**config.mk**
```make
export PLATFORM = sky130hd
export DESIGN_NAME = obstacle_avoid_drive_controller
export DESIGN_NICKNAME = d
export VERILOG_FILES = /design/src/rtl/odc_pkg.sv /design/src/rtl/obstacle_avoid_drive_controller.sv /design/src/rtl/odc_cfg_regs.sv /design/src/rtl/odc_filter.sv /design/src/rtl/odc_mode_ctrl.sv
export SDC_FILE = /design/constraint.sdc
export NUM_CORES = 1
export LEC_CHECK = 0
export ABC_AREA = 1
export BUFFER_PORTS_ARGS = -buffer_cell sky130_fd_sc_hd__buf_4
export CAP_MARGIN = 0
export CORE_AREA = 2 2 187 189
export CTS_CLUSTER_DIAMETER = 150
export CTS_CLUSTER_SIZE = 12
export DETAILED_ROUTE_END_ITERATION = 10
export DIE_AREA = 0 0 189 191
export PLACE_DENSITY = 0.86
export SLEW_MARGIN = 30
export SYNTH_ARGS = -nofsm -noshare
export SYNTH_HDL_FRONTEND = slang
export SYNTH_SLANG_ARGS = --single-unit
export TNS_END_PERCENT = 30
```
**constraint.sdc**
```tcl
create_clock -name clk_i -period 12.3 [get_ports clk_i]
set_input_delay 1.23 -clock clk_i [delete_from_list [all_inputs] [get_ports clk_i]]
set_output_delay 1.23 -clock clk_i [all_outputs]
set_load 0.1 [all_outputs]
```
**src/rtl/odc_pkg.sv**
```systemverilog
// ----------------------------------------------------------------------------
// odc_pkg
// shared types, register indexes, reset values and mode codes of the
// obstacle avoiding drive controller
// ----------------------------------------------------------------------------
package odc_pkg;

  // configuration port
  localparam int CFG_INDEX_W = 4;
  localparam int CFG_DATA_W  = 16;

  localparam logic [CFG_INDEX_W-1:0] REG_OBSTACLE_THR  = 4'd0;
  localparam logic [CFG_INDEX_W-1:0] REG_WALL_NEAR_THR = 4'd1;
  localparam logic [CFG_INDEX_W-1:0] REG_TOO_CLOSE_THR = 4'd2;
  localparam logic [CFG_INDEX_W-1:0] REG_CRUISE_SPEED  = 4'd3;
  localparam logic [CFG_INDEX_W-1:0] REG_TURN_SPEED    = 4'd4;
  localparam logic [CFG_INDEX_W-1:0] REG_SLOW_SPEED    = 4'd5;
  localparam logic [CFG_INDEX_W-1:0] REG_BACKUP_TIME   = 4'd6;
  localparam logic [CFG_INDEX_W-1:0] REG_TURN_TIME     = 4'd7;

  // field widths
  localparam int THR_W   = 13;
  localparam int SPEED_W = 7;
  localparam int TIME_W  = 16;
  localparam int DIST_W  = 16;
  localparam int NOW_W   = 32;
  localparam int STAT_W  = 8;
  localparam int WHEEL_W = 8;
  localparam int MODE_W  = 3;
  localparam int RING_N  = 4;
  localparam int PTR_W   = 2;

  // register reset values
  localparam logic [THR_W-1:0]   OBSTACLE_THR_RST  = 13'd200;
  localparam logic [THR_W-1:0]   WALL_NEAR_THR_RST = 13'd150;
  localparam logic [THR_W-1:0]   TOO_CLOSE_THR_RST = 13'd100;
  localparam logic [SPEED_W-1:0] CRUISE_SPEED_RST  = 7'd60;
  localparam logic [SPEED_W-1:0] TURN_SPEED_RST    = 7'd40;
  localparam logic [SPEED_W-1:0] SLOW_SPEED_RST    = 7'd30;
  localparam logic [TIME_W-1:0]  BACKUP_TIME_RST   = 16'd500;
  localparam logic [TIME_W-1:0]  TURN_TIME_RST     = 16'd300;

  localparam logic [DIST_W-1:0]  INVALID_DISTANCE  = 16'd8190;
  localparam logic [SPEED_W-1:0] SPEED_MAX         = 7'd100;

  // drive modes
  localparam logic [MODE_W-1:0] MODE_IDLE   = 3'd0;
  localparam logic [MODE_W-1:0] MODE_CRUISE = 3'd1;
  localparam logic [MODE_W-1:0] MODE_AVOID  = 3'd2;
  localparam logic [MODE_W-1:0] MODE_WALL   = 3'd3;
  localparam logic [MODE_W-1:0] MODE_LEFT   = 3'd4;
  localparam logic [MODE_W-1:0] MODE_RIGHT  = 3'd5;
  localparam logic [MODE_W-1:0] MODE_BACKUP = 3'd6;

  typedef logic [RING_N-1:0][DIST_W-1:0] ring_t;

  typedef struct packed {
    logic [THR_W-1:0]   obstacle_thr;
    logic [THR_W-1:0]   wall_near_thr;
    logic [THR_W-1:0]   too_close_thr;
    logic [SPEED_W-1:0] cruise_speed;
    logic [SPEED_W-1:0] turn_speed;
    logic [SPEED_W-1:0] slow_speed;
    logic [TIME_W-1:0]  backup_time;
    logic [TIME_W-1:0]  turn_time;
  } cfg_t;

  typedef struct packed {
    logic [MODE_W-1:0]         mode;
    ring_t                     ring;
    logic [PTR_W-1:0]          ptr;
    logic [NOW_W-1:0]          turn_deadline;
    logic [NOW_W-1:0]          backup_deadline;
    logic                      turn_right_last;
    logic signed [WHEEL_W-1:0] held_left;
    logic signed [WHEEL_W-1:0] held_right;
    logic [DIST_W-1:0]         held_distance;
  } drive_state_t;

  typedef struct packed {
    logic                      command;
    logic [DIST_W-1:0]         raw_distance;
    logic [STAT_W-1:0]         sensor_status;
    logic [NOW_W-1:0]          now_ms;
  } item_t;

  typedef struct packed {
    logic signed [WHEEL_W-1:0] left_speed;
    logic signed [WHEEL_W-1:0] right_speed;
    logic                      obstacle_flag;
    logic [DIST_W-1:0]         filtered_distance;
    logic [MODE_W-1:0]         mode;
  } result_t;

  // clamp a speed register to the percent range
  function automatic logic [SPEED_W-1:0] sat_speed(input logic [SPEED_W-1:0] v);
    return (v > SPEED_MAX) ? SPEED_MAX : v;
  endfunction

  function automatic logic signed [WHEEL_W-1:0] fwd(input logic [SPEED_W-1:0] v);
    return $signed({1'b0, sat_speed(v)});
  endfunction

  function automatic logic signed [WHEEL_W-1:0] rev(input logic [SPEED_W-1:0] v);
    logic signed [WHEEL_W-1:0] p;
    p = $signed({1'b0, sat_speed(v)});
    return -p;
  endfunction

endpackage

```
**src/rtl/obstacle_avoid_drive_controller.sv**
```systemverilog
// ----------------------------------------------------------------------------
// obstacle_avoid_drive_controller
// median filtered range input and drive mode machine for a two wheel robot
// ----------------------------------------------------------------------------
// Each word is either a start command or one range sample with a millisecond
// time stamp, and every word gives exactly one result word. A word is held in
// the input register, the filter and mode logic work on it there, and the
// result lands in the output register; a new word is taken every cycle as
// long as the output side keeps up. Each word reads the drive state that the
// previous word left in the drive state registers. Configuration writes are
// taken every cycle and must only be made while no word is in flight.
// ----------------------------------------------------------------------------
module obstacle_avoid_drive_controller (
  input  logic                                   clk_i,
  input  logic                                   rst_ni,
  // configuration write channel
  input  logic                                   cfg_valid_i,
  output logic                                   cfg_ready_o,
  input  logic [odc_pkg::CFG_INDEX_W-1:0]        cfg_index_i,
  input  logic [odc_pkg::CFG_DATA_W-1:0]         cfg_data_i,
  // input channel
  input  logic                                   in_valid_i,
  output logic                                   in_stall_o,
  input  logic                                   command_i,
  input  logic [odc_pkg::DIST_W-1:0]             raw_distance_i,
  input  logic [odc_pkg::STAT_W-1:0]             sensor_status_i,
  input  logic [odc_pkg::NOW_W-1:0]              now_ms_i,
  // result channel
  output logic                                   out_valid_o,
  input  logic                                   out_stall_i,
  output logic signed [odc_pkg::WHEEL_W-1:0]     left_speed_o,
  output logic signed [odc_pkg::WHEEL_W-1:0]     right_speed_o,
  output logic                                   obstacle_flag_o,
  output logic [odc_pkg::DIST_W-1:0]             filtered_distance_o,
  output logic [odc_pkg::MODE_W-1:0]             mode_o
);

  odc_pkg::cfg_t          cfg;
  odc_pkg::item_t         item_q;
  logic                   item_valid_q;
  logic                   item_adv;
  logic                   in_take;
  odc_pkg::drive_state_t  state_d, state_q;
  odc_pkg::result_t       result_d, result_q;
  logic                   out_valid_q;
  odc_pkg::ring_t         ring_new;
  logic [odc_pkg::PTR_W-1:0]  ptr_new;
  logic [odc_pkg::DIST_W-1:0] distance;

  odc_cfg_regs u_cfg (
    .clk_i       (clk_i),
    .rst_ni      (rst_ni),
    .cfg_valid_i (cfg_valid_i),
    .cfg_ready_o (cfg_ready_o),
    .cfg_index_i (cfg_index_i),
    .cfg_data_i  (cfg_data_i),
    .cfg_o       (cfg)
  );

  // the held word moves on when the output register is empty or being emptied
  assign item_adv   = item_valid_q & (~out_valid_q | ~out_stall_i);
  assign in_stall_o = item_valid_q & ~item_adv;
  assign in_take    = in_valid_i & ~in_stall_o;

  always_ff @(posedge clk_i or negedge rst_ni) begin
    if (!rst_ni) begin
      item_valid_q <= 1'b0;
    end else if (in_take) begin
      item_valid_q <= 1'b1;
    end else if (item_adv) begin
      item_valid_q <= 1'b0;
    end
  end

  // payload, no reset needed
  always_ff @(posedge clk_i) begin
    if (in_take) begin
      item_q.command       <= command_i;
      item_q.raw_distance  <= raw_distance_i;
      item_q.sensor_status <= sensor_status_i;
      item_q.now_ms        <= now_ms_i;
    end
  end

  // ring write and median of four
  odc_filter u_filter (
    .ring_i          (state_q.ring),
    .ptr_i           (state_q.ptr),
    .raw_distance_i  (item_q.raw_distance),
    .sensor_status_i (item_q.sensor_status),
    .ring_o          (ring_new),
    .ptr_o           (ptr_new),
    .distance_o      (distance)
  );

  // mode rules and wheel speeds
  odc_mode_ctrl u_mode (
    .cfg_i      (cfg),
    .state_i    (state_q),
    .item_i     (item_q),
    .ring_i     (ring_new),
    .ptr_i      (ptr_new),
    .distance_i (distance),
    .state_o    (state_d),
    .result_o   (result_d)
  );

  // drive state only changes when a word is actually processed
  always_ff @(posedge clk_i or negedge rst_ni) begin
    if (!rst_ni) begin
      state_q.mode            <= odc_pkg::MODE_IDLE;
      state_q.ring            <= '0;
      state_q.ptr             <= '0;
      state_q.turn_deadline   <= '0;
      state_q.backup_deadline <= '0;
      state_q.turn_right_last <= 1'b1;
      state_q.held_left       <= '0;
      state_q.held_right      <= '0;
      state_q.held_distance   <= '0;
    end else if (item_adv) begin
      state_q <= state_d;
    end
  end

  // output register
  always_ff @(posedge clk_i or negedge rst_ni) begin
    if (!rst_ni) begin
      out_valid_q <= 1'b0;
    end else if (item_adv) begin
      out_valid_q <= 1'b1;
    end else if (~out_stall_i) begin
      out_valid_q <= 1'b0;
    end
  end

  always_ff @(posedge clk_i) begin
    if (item_adv) begin
      result_q <= result_d;
    end
  end

  assign out_valid_o         = out_valid_q;
  assign left_speed_o        = result_q.left_speed;
  assign right_speed_o       = result_q.right_speed;
  assign obstacle_flag_o     = result_q.obstacle_flag;
  assign filtered_distance_o = result_q.filtered_distance;
  assign mode_o              = result_q.mode;

  // checks

  // a stall on the input side only happens with a word held inside
  a_stall_needs_word: assert property (@(posedge clk_i) disable iff (!rst_ni)
    in_stall_o |-> item_valid_q)
    else $error("input stalled with empty input register");

  // a processed word always shows up at the output next cycle
  a_adv_to_out: assert property (@(posedge clk_i) disable iff (!rst_ni)
    item_adv |=> out_valid_o)
    else $error("processed word did not reach the output register");

  // a start command always lands in cruise
  a_start_cruise: assert property (@(posedge clk_i) disable iff (!rst_ni)
    (item_adv && item_q.command) |=> (state_q.mode == odc_pkg::MODE_CRUISE &&
                                      mode_o == odc_pkg::MODE_CRUISE))
    else $error("start command did not enter cruise");

  // wheels are stopped whenever the machine reports idle
  a_idle_stopped: assert property (@(posedge clk_i) disable iff (!rst_ni)
    (out_valid_o && mode_o == odc_pkg::MODE_IDLE) |->
      (left_speed_o == '0 && right_speed_o == '0))
    else $error("nonzero wheel speed in idle");

endmodule

```
**src/rtl/odc_cfg_regs.sv**
```systemverilog
// ----------------------------------------------------------------------------
// odc_cfg_regs
// configuration register file, one write per handshake, unknown index ignored
// ----------------------------------------------------------------------------
module odc_cfg_regs (
  input  logic                            clk_i,
  input  logic                            rst_ni,
  input  logic                            cfg_valid_i,
  output logic                            cfg_ready_o,
  input  logic [odc_pkg::CFG_INDEX_W-1:0] cfg_index_i,
  input  logic [odc_pkg::CFG_DATA_W-1:0]  cfg_data_i,
  output odc_pkg::cfg_t                   cfg_o
);

  odc_pkg::cfg_t cfg_d, cfg_q;

  assign cfg_ready_o = 1'b1;

  always_comb begin
    cfg_d = cfg_q;
    if (cfg_valid_i) begin
      unique case (cfg_index_i)
        odc_pkg::REG_OBSTACLE_THR:  cfg_d.obstacle_thr  = cfg_data_i[odc_pkg::THR_W-1:0];
        odc_pkg::REG_WALL_NEAR_THR: cfg_d.wall_near_thr = cfg_data_i[odc_pkg::THR_W-1:0];
        odc_pkg::REG_TOO_CLOSE_THR: cfg_d.too_close_thr = cfg_data_i[odc_pkg::THR_W-1:0];
        odc_pkg::REG_CRUISE_SPEED:  cfg_d.cruise_speed  = cfg_data_i[odc_pkg::SPEED_W-1:0];
        odc_pkg::REG_TURN_SPEED:    cfg_d.turn_speed    = cfg_data_i[odc_pkg::SPEED_W-1:0];
        odc_pkg::REG_SLOW_SPEED:    cfg_d.slow_speed    = cfg_data_i[odc_pkg::SPEED_W-1:0];
        odc_pkg::REG_BACKUP_TIME:   cfg_d.backup_time   = cfg_data_i[odc_pkg::TIME_W-1:0];
        odc_pkg::REG_TURN_TIME:     cfg_d.turn_time     = cfg_data_i[odc_pkg::TIME_W-1:0];
        default: ;
      endcase
    end
  end

  always_ff @(posedge clk_i or negedge rst_ni) begin
    if (!rst_ni) begin
      cfg_q.obstacle_thr  <= odc_pkg::OBSTACLE_THR_RST;
      cfg_q.wall_near_thr <= odc_pkg::WALL_NEAR_THR_RST;
      cfg_q.too_close_thr <= odc_pkg::TOO_CLOSE_THR_RST;
      cfg_q.cruise_speed  <= odc_pkg::CRUISE_SPEED_RST;
      cfg_q.turn_speed    <= odc_pkg::TURN_SPEED_RST;
      cfg_q.slow_speed    <= odc_pkg::SLOW_SPEED_RST;
      cfg_q.backup_time   <= odc_pkg::BACKUP_TIME_RST;
      cfg_q.turn_time     <= odc_pkg::TURN_TIME_RST;
    end else begin
      cfg_q <= cfg_d;
    end
  end

  assign cfg_o = cfg_q;

endmodule

```
**src/rtl/odc_filter.sv**
```systemverilog
// ----------------------------------------------------------------------------
// odc_filter
// writes one sample into the four entry ring and takes the median of four
// ----------------------------------------------------------------------------
module odc_filter (
  input  odc_pkg::ring_t                   ring_i,
  input  logic [odc_pkg::PTR_W-1:0]        ptr_i,
  input  logic [odc_pkg::DIST_W-1:0]       raw_distance_i,
  input  logic [odc_pkg::STAT_W-1:0]       sensor_status_i,
  output odc_pkg::ring_t                   ring_o,
  output logic [odc_pkg::PTR_W-1:0]        ptr_o,
  output logic [odc_pkg::DIST_W-1:0]       distance_o
);

  logic [odc_pkg::DIST_W-1:0] sample;
  logic [odc_pkg::DIST_W-1:0] lo_a, hi_a, lo_b, hi_b, mid_lo, mid_hi;
  logic [odc_pkg::DIST_W:0]   mid_sum;

  always_comb begin
    sample = (sensor_status_i != '0) ? odc_pkg::INVALID_DISTANCE : raw_distance_i;
    ring_o = ring_i;
    ring_o[ptr_i] = sample;
    ptr_o = ptr_i + 1'b1;
  end

  // pairwise compare, then the inner two of the four are the middle pair
  always_comb begin
    lo_a = (ring_o[0] > ring_o[1]) ? ring_o[1] : ring_o[0];
    hi_a = (ring_o[0] > ring_o[1]) ? ring_o[0] : ring_o[1];
    lo_b = (ring_o[2] > ring_o[3]) ? ring_o[3] : ring_o[2];
    hi_b = (ring_o[2] > ring_o[3]) ? ring_o[2] : ring_o[3];
    mid_lo = (lo_a > lo_b) ? lo_a : lo_b;
    mid_hi = (hi_a > hi_b) ? hi_b : hi_a;
    mid_sum = {1'b0, mid_lo} + {1'b0, mid_hi};
    distance_o = mid_sum[odc_pkg::DIST_W:1];
  end

endmodule

```
**src/rtl/odc_mode_ctrl.sv**
```systemverilog
// ----------------------------------------------------------------------------
// odc_mode_ctrl
// drive mode rules: next state and result word for one item
// ----------------------------------------------------------------------------
module odc_mode_ctrl (
  input  odc_pkg::cfg_t                  cfg_i,
  input  odc_pkg::drive_state_t          state_i,
  input  odc_pkg::item_t                 item_i,
  input  odc_pkg::ring_t                 ring_i,
  input  logic [odc_pkg::PTR_W-1:0]      ptr_i,
  input  logic [odc_pkg::DIST_W-1:0]     distance_i,
  output odc_pkg::drive_state_t          state_o,
  output odc_pkg::result_t               result_o
);

  logic                         obstacle;
  logic                         too_close;
  logic                         wall_near;
  logic                         turn_done;
  logic                         backup_done;
  logic [odc_pkg::NOW_W-1:0]    now;

  always_comb begin
    now         = item_i.now_ms;
    too_close   = distance_i < {3'b000, cfg_i.too_close_thr};
    wall_near   = distance_i < {3'b000, cfg_i.wall_near_thr};
    turn_done   = now >= state_i.turn_deadline;
    backup_done = now >= state_i.backup_deadline;
    state_o     = state_i;

    if (item_i.command) begin
      state_o.mode = odc_pkg::MODE_CRUISE;
      obstacle     = state_i.held_distance < {3'b000, cfg_i.obstacle_thr};
    end else begin
      state_o.ring          = ring_i;
      state_o.ptr           = ptr_i;
      state_o.held_distance = distance_i;
      obstacle              = distance_i < {3'b000, cfg_i.obstacle_thr};

      unique case (state_i.mode)
        odc_pkg::MODE_CRUISE: begin
          if (obstacle) begin
            state_o.mode            = odc_pkg::MODE_AVOID;
            state_o.turn_right_last = ~distance_i[0];
          end else begin
            state_o.held_left  = odc_pkg::fwd(cfg_i.cruise_speed);
            state_o.held_right = odc_pkg::fwd(cfg_i.cruise_speed);
          end
        end
        odc_pkg::MODE_AVOID: begin
          if (too_close) begin
            state_o.mode            = odc_pkg::MODE_BACKUP;
            state_o.backup_deadline = now + {16'd0, cfg_i.backup_time};
          end else begin
            state_o.mode          = state_i.turn_right_last ? odc_pkg::MODE_RIGHT
                                                            : odc_pkg::MODE_LEFT;
            state_o.turn_deadline = now + {16'd0, cfg_i.turn_time};
          end
        end
        odc_pkg::MODE_LEFT: begin
          state_o.held_left  = odc_pkg::rev(cfg_i.turn_speed);
          state_o.held_right = odc_pkg::fwd(cfg_i.turn_speed);
          if (turn_done && !obstacle) begin
            state_o.mode            = odc_pkg::MODE_WALL;
            state_o.turn_right_last = 1'b0;
          end
        end
        odc_pkg::MODE_RIGHT: begin
          state_o.held_left  = odc_pkg::fwd(cfg_i.turn_speed);
          state_o.held_right = odc_pkg::rev(cfg_i.turn_speed);
          if (turn_done && !obstacle) begin
            state_o.mode            = odc_pkg::MODE_WALL;
            state_o.turn_right_last = 1'b1;
          end
        end
        odc_pkg::MODE_BACKUP: begin
          state_o.held_left  = odc_pkg::rev(cfg_i.slow_speed);
          state_o.held_right = odc_pkg::rev(cfg_i.slow_speed);
          if (backup_done) state_o.mode = odc_pkg::MODE_AVOID;
        end
        odc_pkg::MODE_WALL: begin
          if (obstacle) begin
            state_o.mode = odc_pkg::MODE_AVOID;
          end else if (wall_near) begin
            if (state_i.turn_right_last) begin
              state_o.held_left  = odc_pkg::fwd(cfg_i.cruise_speed);
              state_o.held_right = odc_pkg::fwd(cfg_i.slow_speed);
            end else begin
              state_o.held_left  = odc_pkg::fwd(cfg_i.slow_speed);
              state_o.held_right = odc_pkg::fwd(cfg_i.cruise_speed);
            end
          end else begin
            state_o.held_left  = odc_pkg::fwd(cfg_i.cruise_speed);
            state_o.held_right = odc_pkg::fwd(cfg_i.cruise_speed);
          end
        end
        // idle and the unused code stop the wheels
        default: begin
          state_o.held_left  = '0;
          state_o.held_right = '0;
        end
      endcase
    end

    result_o.left_speed        = state_o.held_left;
    result_o.right_speed       = state_o.held_right;
    result_o.obstacle_flag     = obstacle;
    result_o.filtered_distance = state_o.held_distance;
    result_o.mode              = state_o.mode;
  end

endmodule
```
After elaboration in Yosys (flattened, before gate mapping)
Cells that the tools add are included.
Widths: inputs -> output; s select.
- flip-flop bits (word level): 353
- latch bits: 0
- RAM bits: 0
- bits in read-only memories: 0
- input bits: 82
- output and inout port bits: 39
- memories kept: 0
- add/sub/neg operators: 6
- $mul: 0
- div/mod/pow operators: 0
- order comparisons: 15
- eq/ne operators: 17
- shift operators: 0
- muxes and demuxes: 35
- bitwise logic cells: 11
- reductions and logical operators: 21
- operator list (cell ; number):
    $mux 16 ; 11
    $pmux 16 s6 ; 1
    $add 32x16->32 ; 2
    $bwmux 64 ; 1
    $ge 32x32->1 ; 2
    $gt 16x16->1 ; 4
    $lt 16x13->1 ; 4
    $demux 16 s2 ; 1
    $mux 32 ; 1
    $gt 7x7->1 const B ; 3
    $mux 7 ; 3
    $reduce_and 2->1 ; 9
    $add 16x16->17 ; 1
    $eq 4x3->1 const B ; 4
    $neg 7->8 ; 2
    $mux 15 ; 1
    $mux 3 ; 5
    $pmux 3 s4 ; 1
    $eq 3x3->1 const B ; 3
    $mux 1 ; 9
    $eq 4x2->1 const B ; 2
    $ne 2x1->1 const B ; 4
    $reduce_and 4->1 ; 2
    $reduce_bool 8->1 ; 1
    17 further kinds ; 28

Longest topological paths before layout
- depth in word-level cells: 16
- gate-level depth with buffers: 61
- gate-level depth less buffers: 58

Cells and area by module
A second synthesis with hierarchy kept.
- cells, all modules: 3762
- area, all modules: 26703.1 sq um
- modules (own cells, without submodules) (module ; times used ; cells each ; area an instance (sq um)):
    obstacle_avoid_drive_controller ; 1 ; 824 ; 9396.5
    odc_mode_ctrl ; 1 ; 1729 ; 9156.3
    odc_filter ; 1 ; 768 ; 4271.6
    odc_cfg_regs ; 1 ; 441 ; 3878.7

Worst setup path after synthesis
OpenSTA, ideal clock, no wires.
- path kind: reg-to-reg
- from: reg item_q[39] in the netlist's numbering
- to: reg result_q, in the netlist right_speed_o[5] (data pin)
- library setup time: 264 ps
- data arrival time: 7994 ps
- required time: 12036 ps
- setup slack: 4042 ps
- stages on the path, launching flop included: 58
- cell sequence: edfxtp_1 > nor2_1 > nand2_1 > nor2_2 > buf_6 > clkbuf_1 > nand2_1 > nand2_1 > o21ai_0 > ha_1 > a21oi_1 > nor2_1 > a211oi_1 > o21ai_0 > nor2_1 > nand2_4 > nand2_2 > clkbuf_1 > [22 not listed] > a21oi_1 > xnor2_1 > ha_1 > a21oi_1 > o221ai_1 > nand2_1 > nand2_1 > nor2_1 > clkbuf_1 > nand4_1 > nand2_1 > nand2_1 > nand2_1 > nand2_1 > nand2_1 > nand2_1 > nand2_1 > o21ai_1
- RTL lines (what ; line ; source):
    start: declaration ; obstacle_avoid_drive_controller.sv:39 ; odc_pkg::item_t item_q;
    end signal: assignment ; obstacle_avoid_drive_controller.sv:138 ; result_q <= result_d;
    end: declaration ; obstacle_avoid_drive_controller.sv:44 ; odc_pkg::result_t result_d, result_q;

==> flow_metrics.tcl <==
set metrics [dict create \
    status "finished clean" \
    pin_count 121 \
    global_route.overflow_total 0 \
    antenna_found_initial 0 \
    viasPerCell 5.96 \
    synthArstFlopShare_pct 73.7 \
    vias 20269 \
    die_w_um 189 \
    dpl-instance-area_um2 23800 \
    coreArea_um2 34100 \
    die_area_um2 36100 \
    max_freq_ghz 0.0915 \
    cts_setup_buffers 0 \
    syn_nets 3152 \
    worstSetupEndpointType "flop" \
    cp-start-kind "flop" \
    die_h_um 191 \
    syn_inst 2842 \
    hold_path_class "reg2reg" \
    portBuffers 119 \
    post_cts_resized 0 \
    num_rows 68 \
    hold_start "state_q[18]" \
    ys.flop_type "dfrtp_1" \
    maxCapViolations 0 \
    register_area_um2 9340 \
    ant_nets 0 \
    cts_buffer_depth 3 \
    area_growth_pct 9.96 \
    synth_cell_types 59 \
    ys_warn_count 0 \
    max_slew_margin_pct 32.3 \
    r2r_cells 55 \
    finalCriticalPeriod_ps 10930 \
    fin_skew_ps 16.4 \
    rrSetupSlack_ps 1370 \
    yosysSeqAreaShare_pct 41.3 \
    ys_seq_elements 353 \
    final_util_pct 72.8 \
    cts.clk_slew.worst_paths_ps 60 \
    grt_start_max_net_pins 92 \
    cts_root_buf "clkbuf_16" \
    tightest_slew_ps 1000 \
    cts_made_buffers 35 \
    multi_input_area_um2 11700 \
    setup_viol 0 \
    holdPathStages 2 \
    crit_top_cell "nand2_1" \
    hpwl_um 45200 \
    crit_arrival_ps 11290 \
    drt-total-wl_um 61600 \
    syn_area_per_cell_um2 7.95 \
    grt_pass1_wl_um 101000 \
    crit_fanout 40 \
    max_stage_delay_ps 630 \
    drt_iter0_drc 1944 \
    grt_pass1_vias 20147 \
    fillers 2629 \
    rsz0062_at_grt "false" \
    final_max_slew_viol_count 0 \
    tns_ps 0 \
    cp.required_ps 12660 \
    cts_hold_buf 0 \
    antenna_cells 0 \
    reg2reg_from "item_q[39]" \
    layout-drive-gt1-share_pct 8.93 \
    crit_start "item_q[39]" \
    post-route-period-util_pct 88.9 \
    drc 0 \
    syn_area_um2 22600 \
    criticalPathCategory "reg2reg" \
    crit_path_top_delay_cell "clkinv_1" \
    gp_congestion 0.961 \
    tritoncts "done" \
    final_area_um2 24800 \
    dr.pass1.iters 6 \
    clock_sinks 353 \
    track_usage_pct 34.7 \
    final-hold-violation-count 0 \
    insertion_delay_ps 540 \
    htree_levels 2 \
    synth_edf_count 93 \
    final_net_count 3228 \
    start_util_pct 66.2 \
    routedWlPerCell_um 18.1 \
]
## per-stage QoR
stage	worst slack [ps]	hold slack (ps)	std cells
floorplan	4040	434	2842
global placement	1700	462	3335
detailed placement	1380	465	3336
CTS	1310	481	3400
global route	202	501	3400
finish	1370	481	3400
## synthesized netlist by cell type (2+ instances only)
cell type	instances	area [µm²]
o21ai_1	61	305
a21o_1	7	52.6
o221ai_1	6	52.6
nor2_2	2	12.5
dfrtp_1	229	5730
a211oi_1	19	143
o2111ai_1	4	35.0
nand2_1	806	3030
nand2_2	14	87.6
buf_2	3	15.0
inv_1	305	1140
and2_1	3	18.8
nor4_1	7	43.8
ha_1	225	2820
buf_4	9	67.6
nor2_1	99	372
inv_2	5	18.8
a21oi_1	132	661
nand3_1	86	430
a21boi_0	7	52.6
fa_1	3	60.1
a22oi_1	2	15.0
nor3_1	17	85.1
a221oi_1	2	17.5
nand4_1	41	257
nand3_2	4	40.0
xnor2_1	29	254
buf_1	3	11.3
o21bai_1	6	45.0
clkinv_1	4	15.0
o21a_1	4	30.0
o22ai_1	14	87.6
dfstp_2	31	815
o211ai_1	8	60.1
or2_2	11	68.8
o21ai_0	393	1970
xor2_1	37	324
clkbuf_1	82	308
edfxtp_1	93	2790
a31oi_1	6	37.5
nand2_4	3	33.8
buf_6	3	33.8
## routing by layer
layer  vias to the layer above  GRT usage [%]  share of wire [%]
met3                       186           5.05                7.0
met1                      9569           45.4                 42
met2                       837           57.8                 47
met5                         -              0                  0
met4                         0           15.1                4.1
li1                       9677              -                  -
## worst max-delay path, delay by kind of cell (launching register included)
family / cells / cell delay, ps
AND/OR/NAND/NOR: 29 / 3820
AO/OA/AOI/OAI: 17 / 3430
adder cells (fa/ha/maj): 4 / 1540
buffers and inverters: 4 / 1300
flip-flops: 1 / 370
XOR/XNOR: 1 / 260
## registers in the layout, indices dropped and copies added, names as in the netlist
name	flops
mode_o	3
right_speed_o	8
item_valid_q	1
filtered_distance_o	16
state_q	166
item_q	57
u_cfg.cfg_o	92
out_valid_o	1
left_speed_o	8
obstacle_flag_o	1
## cells by family after synthesis
logic type	share of synthesized area [%]
xor gates and xnor gates	2.56
adders and majority gates	12.7
and+or+nand+nor	20.1
other	0.0166
AOI/OAI and AO/OA	16.1
DFF	41.3
buffers and inverters	7.16
## path summary, 6_finish.rpt
check	endpoint
hold reg to reg	state_q[18]
setup / recovery	right_speed_o[5]
max in group asynchronous	u_cfg.cfg_o[29]
setup reg to reg	right_speed_o[5]
min in group asynchronous	state_q[54]
hold / removal	state_q[18]
## layout by cell type (no fill, tap or decap), types with 41 or more instances in the layout
| cell | count |
|---|---|
| a21oi_1 | 132 |
| buf_4 | 137 |
| dfrtp_1 | 229 |
| edfxtp_1 | 93 |
| ha_1 | 223 |
| inv_1 | 304 |
| nand2_1 | 804 |
| nand3_1 | 85 |
| nand4_1 | 41 |
| nor2_1 | 98 |
| o21ai_0 | 393 |
| o21ai_1 | 61 |
## area by class of cell
type,instances,share of cell area (%)
Clock buffer,60,3.90
Clock inverter,4,0.141
Inverter,314,4.75
Multi-Input combinational cell,2074,47.0
Sequential cell,353,37.6
Tap cell,455,2.29
Timing Repair Buffer,140,4.36
Power is not shown: default switching activity piles up to over one toggle a cycle in this logic, so the estimate is an artifact.
